## src/hdl/sha1md_pkg.sv

```systemverilog
// ----------------------------------------------------------------------------
// SHA-1 digest core package
// Shared constants, the working-variable type and the sequencer states.
// ----------------------------------------------------------------------------
package sha1md_pkg;

    // Initial chaining values, h0 in the lowest slot.
    localparam logic [4:0][31:0] C_INIT_CHAIN = {
        32'hC3D2E1F0, 32'h10325476, 32'h98BADCFE, 32'hEFCDAB89, 32'h67452301
    };

    localparam logic [31:0] C_K0 = 32'h5A827999;
    localparam logic [31:0] C_K1 = 32'h6ED9EBA1;
    localparam logic [31:0] C_K2 = 32'h8F1BBCDC;
    localparam logic [31:0] C_K3 = 32'hCA62C1D6;

    localparam logic [7:0]  C_PAD_BYTE  = 8'h80;
    localparam int          C_ROUNDS    = 80;
    localparam logic [6:0]  C_LAST_ROUND = 7'(C_ROUNDS - 1);
    localparam logic [2:0]  C_LAST_WORD  = 3'd4;
    localparam logic [3:0]  C_LEN_WORD   = 4'd14;
    localparam logic [3:0]  C_END_WORD   = 4'd15;

    // Working variables of the compression function.
    typedef struct packed {
        logic [31:0] a;
        logic [31:0] b;
        logic [31:0] c;
        logic [31:0] d;
        logic [31:0] e;
    } t_abcde;

    typedef enum logic [2:0] {
        ST_IDLE,
        ST_PAD,
        ST_COMP,
        ST_ADD,
        ST_OUT
    } t_state;

endpackage

```

## src/hdl/sha1md_round.sv

```systemverilog
// ----------------------------------------------------------------------------
// SHA-1 round unit
// One compression round: selects the logical function and constant from the
// round number and produces the next set of working variables.
// ----------------------------------------------------------------------------
module sha1md_round
    import sha1md_pkg::*;
(
    input  logic [6:0]  i_round,
    input  t_abcde      i_v,
    input  logic [31:0] i_w,
    output t_abcde      o_v
);

    logic [31:0] f;
    logic [31:0] k;
    logic [31:0] t;

    always_comb begin
        priority if (i_round < 7'd20) begin
            f = (i_v.b & i_v.c) | (~i_v.b & i_v.d);
            k = C_K0;
        end else if (i_round < 7'd40) begin
            f = i_v.b ^ i_v.c ^ i_v.d;
            k = C_K1;
        end else if (i_round < 7'd60) begin
            f = (i_v.b & i_v.c) | (i_v.b & i_v.d) | (i_v.c & i_v.d);
            k = C_K2;
        end else begin
            f = i_v.b ^ i_v.c ^ i_v.d;
            k = C_K3;
        end
    end

    assign t = {i_v.a[26:0], i_v.a[31:27]} + f + i_v.e + k + i_w;

    assign o_v.a = t;
    assign o_v.b = i_v.a;
    assign o_v.c = {i_v.b[1:0], i_v.b[31:2]};
    assign o_v.d = i_v.c;
    assign o_v.e = i_v.d;

endmodule

```

## src/hdl/sha1_message_digest_core.sv

```systemverilog
// ----------------------------------------------------------------------------
// SHA-1 message digest core
// Hashes a byte stream and returns the 160-bit digest as five words.
// ----------------------------------------------------------------------------
// Usage:
//   The slave channel takes one message byte per transfer, the first byte of
//   each 32-bit word first. tlast marks the final transfer of a message;
//   tuser set with tlast ends the message without adding the byte in tdata
//   (an empty message when nothing came before). tuser without tlast drops
//   the byte in tdata and does not end the message.
//   Every 64th byte starts a compression of 80 rounds, one per cycle in a
//   single shared round unit, followed by the chaining add. After the final
//   transfer, padding loads one word per cycle (up to 16, or up to 32 with a
//   second block), each padded block is compressed the same way, and the
//   five digest words then follow on the master channel, h0 first, tlast on
//   h4.
//   tready is low from a block's completion until its compression ends, and
//   from a final transfer until the last digest word has been taken.
//   If the receiver stalls, the current word holds; nothing is lost.
//   After the last digest transfer the chaining values and counts return to
//   their initial values. Reset does the same and drops any partial message.
// ----------------------------------------------------------------------------
module sha1_message_digest_core
    import sha1md_pkg::*;
(
    input  logic        i_clk,
    input  logic        i_rst_n,
    input  logic        s_axis_tvalid,
    output logic        s_axis_tready,
    input  logic [7:0]  s_axis_tdata,   // [7:0] data_byte
    input  logic        s_axis_tlast,   // is_last
    input  logic        s_axis_tuser,   // empty_message
    output logic        m_axis_tvalid,
    input  logic        m_axis_tready,
    output logic [39:0] m_axis_tdata,   // [31:0] digest_word, [34:32] word_index
    output logic        m_axis_tlast    // last_word
);

    t_state             r_state, n_state;
    logic [4:0][31:0]   r_chain, n_chain;
    logic [31:0]        r_w [16];
    logic [31:0]        n_w [16];
    logic [23:0]        r_acc, n_acc;
    t_abcde             r_v, n_v;
    logic [6:0]         r_round, n_round;
    logic [5:0]         r_blk_cnt, n_blk_cnt;
    logic [60:0]        r_msg_cnt, n_msg_cnt;
    logic [2:0]         r_out_idx, n_out_idx;
    logic               r_pad_active, n_pad_active;
    logic               r_marker_done, n_marker_done;
    logic               r_len_hi_done, n_len_hi_done;
    logic               r_len_lo_done, n_len_lo_done;

    t_abcde             round_v;
    logic [31:0]        sched_x;
    logic [31:0]        push_word;
    logic               push;
    logic               s_fire;
    logic               m_fire;
    logic [3:0]         wc;
    logic [31:0]        out_word;

    sha1md_round u_round (
        .i_round (r_round),
        .i_v     (r_v),
        .i_w     (r_w[0]),
        .o_v     (round_v)
    );

    assign s_axis_tready = (r_state == ST_IDLE);
    assign s_fire        = s_axis_tvalid && s_axis_tready;
    assign m_axis_tvalid = (r_state == ST_OUT);
    assign m_fire        = m_axis_tvalid && m_axis_tready;
    assign wc            = r_blk_cnt[5:2];

    // The window r_w[0..15] holds W[t..t+15]; the word shifted in is W[t+16].
    assign sched_x = r_w[13] ^ r_w[8] ^ r_w[2] ^ r_w[0];

    always_comb begin
        unique case (r_out_idx)
            3'd0:    out_word = r_chain[0];
            3'd1:    out_word = r_chain[1];
            3'd2:    out_word = r_chain[2];
            3'd3:    out_word = r_chain[3];
            3'd4:    out_word = r_chain[4];
            default: out_word = r_chain[0];
        endcase
    end

    assign m_axis_tdata = {5'b0, r_out_idx, out_word};
    assign m_axis_tlast = (r_out_idx == C_LAST_WORD);

    always_comb begin
        n_state       = r_state;
        n_chain       = r_chain;
        n_acc         = r_acc;
        n_v           = r_v;
        n_round       = r_round;
        n_blk_cnt     = r_blk_cnt;
        n_msg_cnt     = r_msg_cnt;
        n_out_idx     = r_out_idx;
        n_pad_active  = r_pad_active;
        n_marker_done = r_marker_done;
        n_len_hi_done = r_len_hi_done;
        n_len_lo_done = r_len_lo_done;
        push          = 1'b0;
        push_word     = 32'h0;

        unique case (r_state)
            ST_IDLE: begin
                if (s_fire) begin
                    if (!s_axis_tuser) begin
                        n_blk_cnt = r_blk_cnt + 6'd1;
                        if (r_msg_cnt != '1) begin
                            n_msg_cnt = r_msg_cnt + 61'd1;
                        end
                        if (r_blk_cnt[1:0] == 2'd3) begin
                            push      = 1'b1;
                            push_word = {r_acc, s_axis_tdata};
                        end else begin
                            n_acc = {r_acc[15:0], s_axis_tdata};
                        end
                    end
                    if (s_axis_tlast) begin
                        n_pad_active = 1'b1;
                    end
                    if (!s_axis_tuser && r_blk_cnt == 6'd63) begin
                        n_state = ST_COMP;
                    end else if (s_axis_tlast) begin
                        n_state = ST_PAD;
                    end
                end
            end
            ST_PAD: begin
                push      = 1'b1;
                n_blk_cnt = {wc + 4'd1, 2'b00};
                if (!r_marker_done) begin
                    n_marker_done = 1'b1;
                    unique case (r_blk_cnt[1:0])
                        2'd0: push_word = {C_PAD_BYTE, 24'h0};
                        2'd1: push_word = {r_acc[7:0], C_PAD_BYTE, 16'h0};
                        2'd2: push_word = {r_acc[15:0], C_PAD_BYTE, 8'h0};
                        2'd3: push_word = {r_acc, C_PAD_BYTE};
                    endcase
                end else if (r_len_hi_done) begin
                    // Low half of the bit length closes the final block.
                    push_word     = {r_msg_cnt[28:0], 3'b000};
                    n_len_lo_done = 1'b1;
                end else if (wc == C_LEN_WORD) begin
                    push_word     = r_msg_cnt[60:29];
                    n_len_hi_done = 1'b1;
                end else begin
                    push_word = 32'h0;
                end
                if (wc == C_END_WORD) begin
                    n_state = ST_COMP;
                end
            end
            ST_COMP: begin
                push      = 1'b1;
                push_word = {sched_x[30:0], sched_x[31]};
                n_v       = round_v;
                n_round   = r_round + 7'd1;
                if (r_round == C_LAST_ROUND) begin
                    n_state = ST_ADD;
                end
            end
            ST_ADD: begin
                n_chain[0] = r_chain[0] + r_v.a;
                n_chain[1] = r_chain[1] + r_v.b;
                n_chain[2] = r_chain[2] + r_v.c;
                n_chain[3] = r_chain[3] + r_v.d;
                n_chain[4] = r_chain[4] + r_v.e;
                priority if (r_len_lo_done) begin
                    n_state = ST_OUT;
                end else if (r_pad_active) begin
                    n_state = ST_PAD;
                end else begin
                    n_state = ST_IDLE;
                end
            end
            ST_OUT: begin
                if (m_fire) begin
                    n_out_idx = r_out_idx + 3'd1;
                    if (r_out_idx == C_LAST_WORD) begin
                        n_out_idx     = 3'd0;
                        n_chain       = C_INIT_CHAIN;
                        n_blk_cnt     = 6'd0;
                        n_msg_cnt     = 61'd0;
                        n_pad_active  = 1'b0;
                        n_marker_done = 1'b0;
                        n_len_hi_done = 1'b0;
                        n_len_lo_done = 1'b0;
                        n_state       = ST_IDLE;
                    end
                end
            end
            default: n_state = ST_IDLE;
        endcase

        // Entering a compression loads the working variables from the chain.
        if (n_state == ST_COMP && r_state != ST_COMP) begin
            n_v.a   = r_chain[0];
            n_v.b   = r_chain[1];
            n_v.c   = r_chain[2];
            n_v.d   = r_chain[3];
            n_v.e   = r_chain[4];
            n_round = 7'd0;
        end

        for (int i = 0; i < 15; i++) begin
            n_w[i] = push ? r_w[i + 1] : r_w[i];
        end
        n_w[15] = push ? push_word : r_w[15];
    end

    always_ff @(posedge i_clk) begin
        if (!i_rst_n) begin
            r_state <= ST_IDLE;
        end else begin
            r_state <= n_state;
        end
    end

    always_ff @(posedge i_clk) begin
        if (!i_rst_n) begin
            r_chain       <= C_INIT_CHAIN;
            r_round       <= 7'd0;
            r_blk_cnt     <= 6'd0;
            r_msg_cnt     <= 61'd0;
            r_out_idx     <= 3'd0;
            r_pad_active  <= 1'b0;
            r_marker_done <= 1'b0;
            r_len_hi_done <= 1'b0;
            r_len_lo_done <= 1'b0;
        end else begin
            r_chain       <= n_chain;
            r_round       <= n_round;
            r_blk_cnt     <= n_blk_cnt;
            r_msg_cnt     <= n_msg_cnt;
            r_out_idx     <= n_out_idx;
            r_pad_active  <= n_pad_active;
            r_marker_done <= n_marker_done;
            r_len_hi_done <= n_len_hi_done;
            r_len_lo_done <= n_len_lo_done;
        end
    end

    always_ff @(posedge i_clk) begin
        r_acc <= n_acc;
        r_v   <= n_v;
        r_w   <= n_w;
    end

    // A compression always starts and runs on a word-aligned, emptied block.
    a_comp_blk_empty : assert property (@(posedge i_clk) disable iff (!i_rst_n)
        (r_state == ST_COMP) |-> (r_blk_cnt == 6'd0))
        else $error("block count not cleared during compression");

    a_round_range : assert property (@(posedge i_clk) disable iff (!i_rst_n)
        (r_state == ST_COMP) |-> (r_round <= C_LAST_ROUND))
        else $error("round counter beyond the last round");

    a_last_closes : assert property (@(posedge i_clk) disable iff (!i_rst_n)
        (s_fire && s_axis_tlast) |=> !s_axis_tready)
        else $error("input taken straight after a final transfer");

    a_restart : assert property (@(posedge i_clk) disable iff (!i_rst_n)
        (m_fire && m_axis_tlast) |=>
            (r_chain == C_INIT_CHAIN && r_msg_cnt == 61'd0 && r_state == ST_IDLE))
        else $error("state not restored after the digest");

    a_out_idx : assert property (@(posedge i_clk) disable iff (!i_rst_n)
        m_axis_tvalid |-> (r_out_idx <= C_LAST_WORD && r_len_lo_done))
        else $error("digest word shown before padding finished");

endmodule
```

## config.mk

```make
export PLATFORM = sky130hd
export DESIGN_NAME = sha1_message_digest_core
export DESIGN_NICKNAME = d
export VERILOG_FILES = /design/src/hdl/sha1md_pkg.sv /design/src/hdl/sha1md_round.sv /design/src/hdl/sha1_message_digest_core.sv
export SDC_FILE = /design/constraint.sdc
export NUM_CORES = 2
export LEC_CHECK = 0
export BUFFER_PORTS_ARGS = -buffer_cell sky130_fd_sc_hd__buf_2
export CAP_MARGIN = 15
export CORE_MARGIN = 1
export CORE_UTILIZATION = 37
export CTS_CLUSTER_SIZE = 10
export DETAILED_ROUTE_END_ITERATION = 16
export MAX_ROUTING_LAYER = met4
export SETUP_SLACK_MARGIN = 0.05
export SLEW_MARGIN = 20
export SYNTH_ARGS = -nofsm -noshare
export SYNTH_HDL_FRONTEND = slang
export SYNTH_SLANG_ARGS = --single-unit
```

## constraint.sdc

```tcl
create_clock -name i_clk -period 89.8 [get_ports i_clk]
set_input_delay 17.96 -clock i_clk [delete_from_list [all_inputs] [get_ports i_clk]]
set_output_delay 17.96 -clock i_clk [all_outputs]
set_load 0.01 [all_outputs]
```

==> run summary <==
The detailed-placement wirelength estimate is 93300 um. The clock buffer count from CTS is 109. The total global routing track utilization is 20.5%. The largest individual stage delay along the critical path comes from the cell buf_4. The maximum number of pins on one net before global-route repair is 99.

The kind of end point of the critical path is a flop. The number of maximum-capacitance constraint violations came out at 0. The shortest period the worst path allows is 22.04 ns. The number of instances in the synthesized netlist came out at 4403. The row count is 131. Static timing analysis puts the maximum clock frequency at 0.0454 GHz. The count of state elements after synthesis is 940.

Data on the critical path is required at its endpoint by 90.12 ns. The most critical setup path has its startpoint at s_axis_tvalid. In the final layout, flip-flops and latches occupy 25800 sq um. The final clock skew is 0.0512 ns. The count of hold-fix buffers inserted at cts is 0. The via count of the first global-routing pass is 32200.

The first routing iteration left 3367 violations. The final count of hold timing violations was 0. The average detailed-routed wire length per instance came out at 21.2 um. In the synthesized netlist the dominant register cell turns out to be edfxtp_1.

In the post-synthesis netlist, the biggest area contributors are edfxtp_1 (43%), dfxtp_1 (10%), ha_1 (5.6%), fa_1 (4.9%), nand2_1 (4.5%). The slew at the pin closest to its max-slew limit came out at 1.06 ns. The library cell used most frequently in the layout, excluding fill and tap cells, is edfxtp_1.

Setup violations remaining at the end of the flow were counted as 0. In this run the remaining antenna-violating nets after routing total 0. The worst-case IR drop observed on VDD is 0.0000151 V. The share of synthesized area occupied by flip-flops and latches came out at 53.6%. The number of H-tree levels came out at 3. The footprint of the multi-input gates came out at 20600 sq um. Clock latency on the worst-skew pair, taken at its later pin, is 0.72 ns. The first global-routing pass estimated 200000 um of wire. Post-CTS repair changed the size of 0 cells. The post-layout utilization of the core came out at 41.7%. The count of filler cells inserted in the layout is 12100. The ratio of cells with drive above 1 in the final layout came out at 6.12%. The count of cell types in the netlist came out at 85. The die is 363 um tall. The largest fanout on the critical path came out at 94.

The overall die area came out at 131000 sq um. The count of pins on the block boundary is 57. The final layout contains 4780 nets. Summed over all layers, the routed wires come to 132000 um. The initial antenna violation count is 1. The proportion of register bits with asynchronous set or reset after synthesis came out at 0%. The highest cell delay on the worst timing path came out at 0.89 ns.

The first-pass iteration count of the detailed router is 5. In this run the tightest slew margin relative to its limit is 29.6%. Setup repair after global routing left no endpoint under its margin. The total number of vias is 33700. For this run the aggregate overflow at the end of global routing stands at 0. After routing, the total negative slack on setup checks comes to 0 ns. The number of buffers on the longest clock path came out at 3. The dominant cell type by area after synthesis is edfxtp_1. The floorplan core area is 128000 sq um. The TritonCTS clock tree is built.

For this design the ratio of total power to cell area is 17.6 nW/um^2. In the layout the commonest cells are edfxtp_1 (696), nand2_1 (571), nor2_1 (296), inv_1 (294), o21ai_0 (246). The mean instance size in the synthesized netlist came out at 10.9 sq um.

The min-delay analysis places its worst path in the category flop to flop. The run finished with clean final reports. After clock tree synthesis, the clock-pin slew on the worst setup and hold paths is 0.06 ns. The global placement routability congestion came out at 0.927. The static leakage is 19.9 nW. In the routed layout, each cell is associated on average with a via count of 5.41. Buffers placed on the I/O ports in this run total 51.

The number of enable-type register cells in the synthesized netlist came out at 696. The die is 363 um wide. For this run, design rule violations remaining after detail routing come to 0. The effective utilization at floorplan is 37.5%. The startpoint identified for the worst hold timing path is r_w[206].

The start-to-end type of the worst setup path is input port to flop. CTS saw 940 sinks. The startpoint identified for the worst register-to-register timing path is r_round[4]. The post-route fraction of the period consumed by the critical path is 24.5%. The max-slew violation count came to 0. The synthesized netlist occupies a cell area of 48100 sq um.

STA classifies the critical path startpoint as an input port. The area share of the leading cell type in the synthesized netlist came out at 43.4%. Buffers added to address setup during post-CTS repair amount to 0. The arrival time of the worst setup path is 22.36 ns. The synthesis-to-finish area growth is 11.2%. CTS placed an instance of clkbuf_16 at the clock tree root. The critical path goes through buf_2 > nor2b_1 > nand2_1 > nor2_2 > nor2_1 > a211oi_4 > buf_6 > buf_6 > buf_4 > buf_4.

The number of warnings printed during yosys synthesis is 0.
==> routing by layer <==
metal	global-route usage (%)	up-vias	wire length, um
li1	-	15900	-
met1	28.5	16600	59500
met2	30.9	1114	59100
met3	2.74	202	9290
met4	6.97	0	4040
met5	-	-	0
==> worst paths after layout <==
check / endpoint / slack (ns) / cells after the start
hold / removal: r_w[238] / 0.38 / 0
setup / recovery: r_w[188] / 67.76 / 10
hold reg to reg: r_w[238] / 0.38 / 0
setup reg to reg: r_v[158] / 83.07 / 20
==> power by group <==
group          internal [mW]  switching (mW)  total, mW
combinational         0.0171          0.0327     0.0498
sequential             0.482         0.00546      0.487
clock                  0.230           0.176      0.406
total                  0.728           0.214      0.943
==> cell usage after synthesis (all sizes together) (83+ instances only) <==
cell    instances
a22oi         105
dfxtp         244
clkbuf        157
xor2          116
o21ai         249
edfxtp        696
a21oi         241
inv           295
a21o           83
xnor2         194
fa            117
ha            215
nand2         576
nor2          301
==> worst max-delay path: cells and delay by family <==
kind                   cells  cell delay [ns]
buffers and inverters      5             2.78
AND/OR/NAND/NOR            4             1.12
AO/OA/AOI/OAI              1             0.38
==> cells by family after synthesis <==
group	count (synthesis)	share of synthesized area, %
simple gates	1254	11.6
compound gates	1058	14.2
flops	940	53.6
buf+inv	476	3.76
fa+ha+maj	332	10.5
xor+xnor	310	5.64
mux	32	0.668
other cells	1	0.00779
==> final cells by class <==
cell class,count,share of cell area [%]
clock buffer,166,5.55
multi-input combinational,2991,38.5
tap,1729,4.04
inverter,295,2.07
timing repair buffer,97,1.15
sequential,940,48.2
antenna,1,0.00468
clock inverter,18,0.449
==> per-stage QoR <==
stage | total power, mW | hold WS [ns] | std cells | instance area [sq um] | setup WS (ns)
finish | 0.943 | 0.377 | 6237 | 53500 | 67.76
floorplan | 0.549 | 0.400 | 4407 | 48100 | 31.50
global placement | 0.545 | 0.400 | 6051 | 50300 | 66.43
detailed placement | 0.545 | 0.405 | 6051 | 50300 | 66.33
CTS | 0.952 | 0.371 | 6235 | 53500 | 67.10
global route | 0.977 | 0.393 | 6237 | 53500 | 67.35
==> registers in the layout (all words and copies together), names as in the netlist <==
name and count:
r_w 512, r_chain 160, r_v 160, r_msg_cnt 61, r_acc 24, r_round 7, r_blk_cnt 6, r_out_idx 3
r_state 3, r_len_hi_done 1, r_len_lo_done 1, r_marker_done 1, r_pad_active 1
No activity file was read; power rests on OpenSTA's default activity.
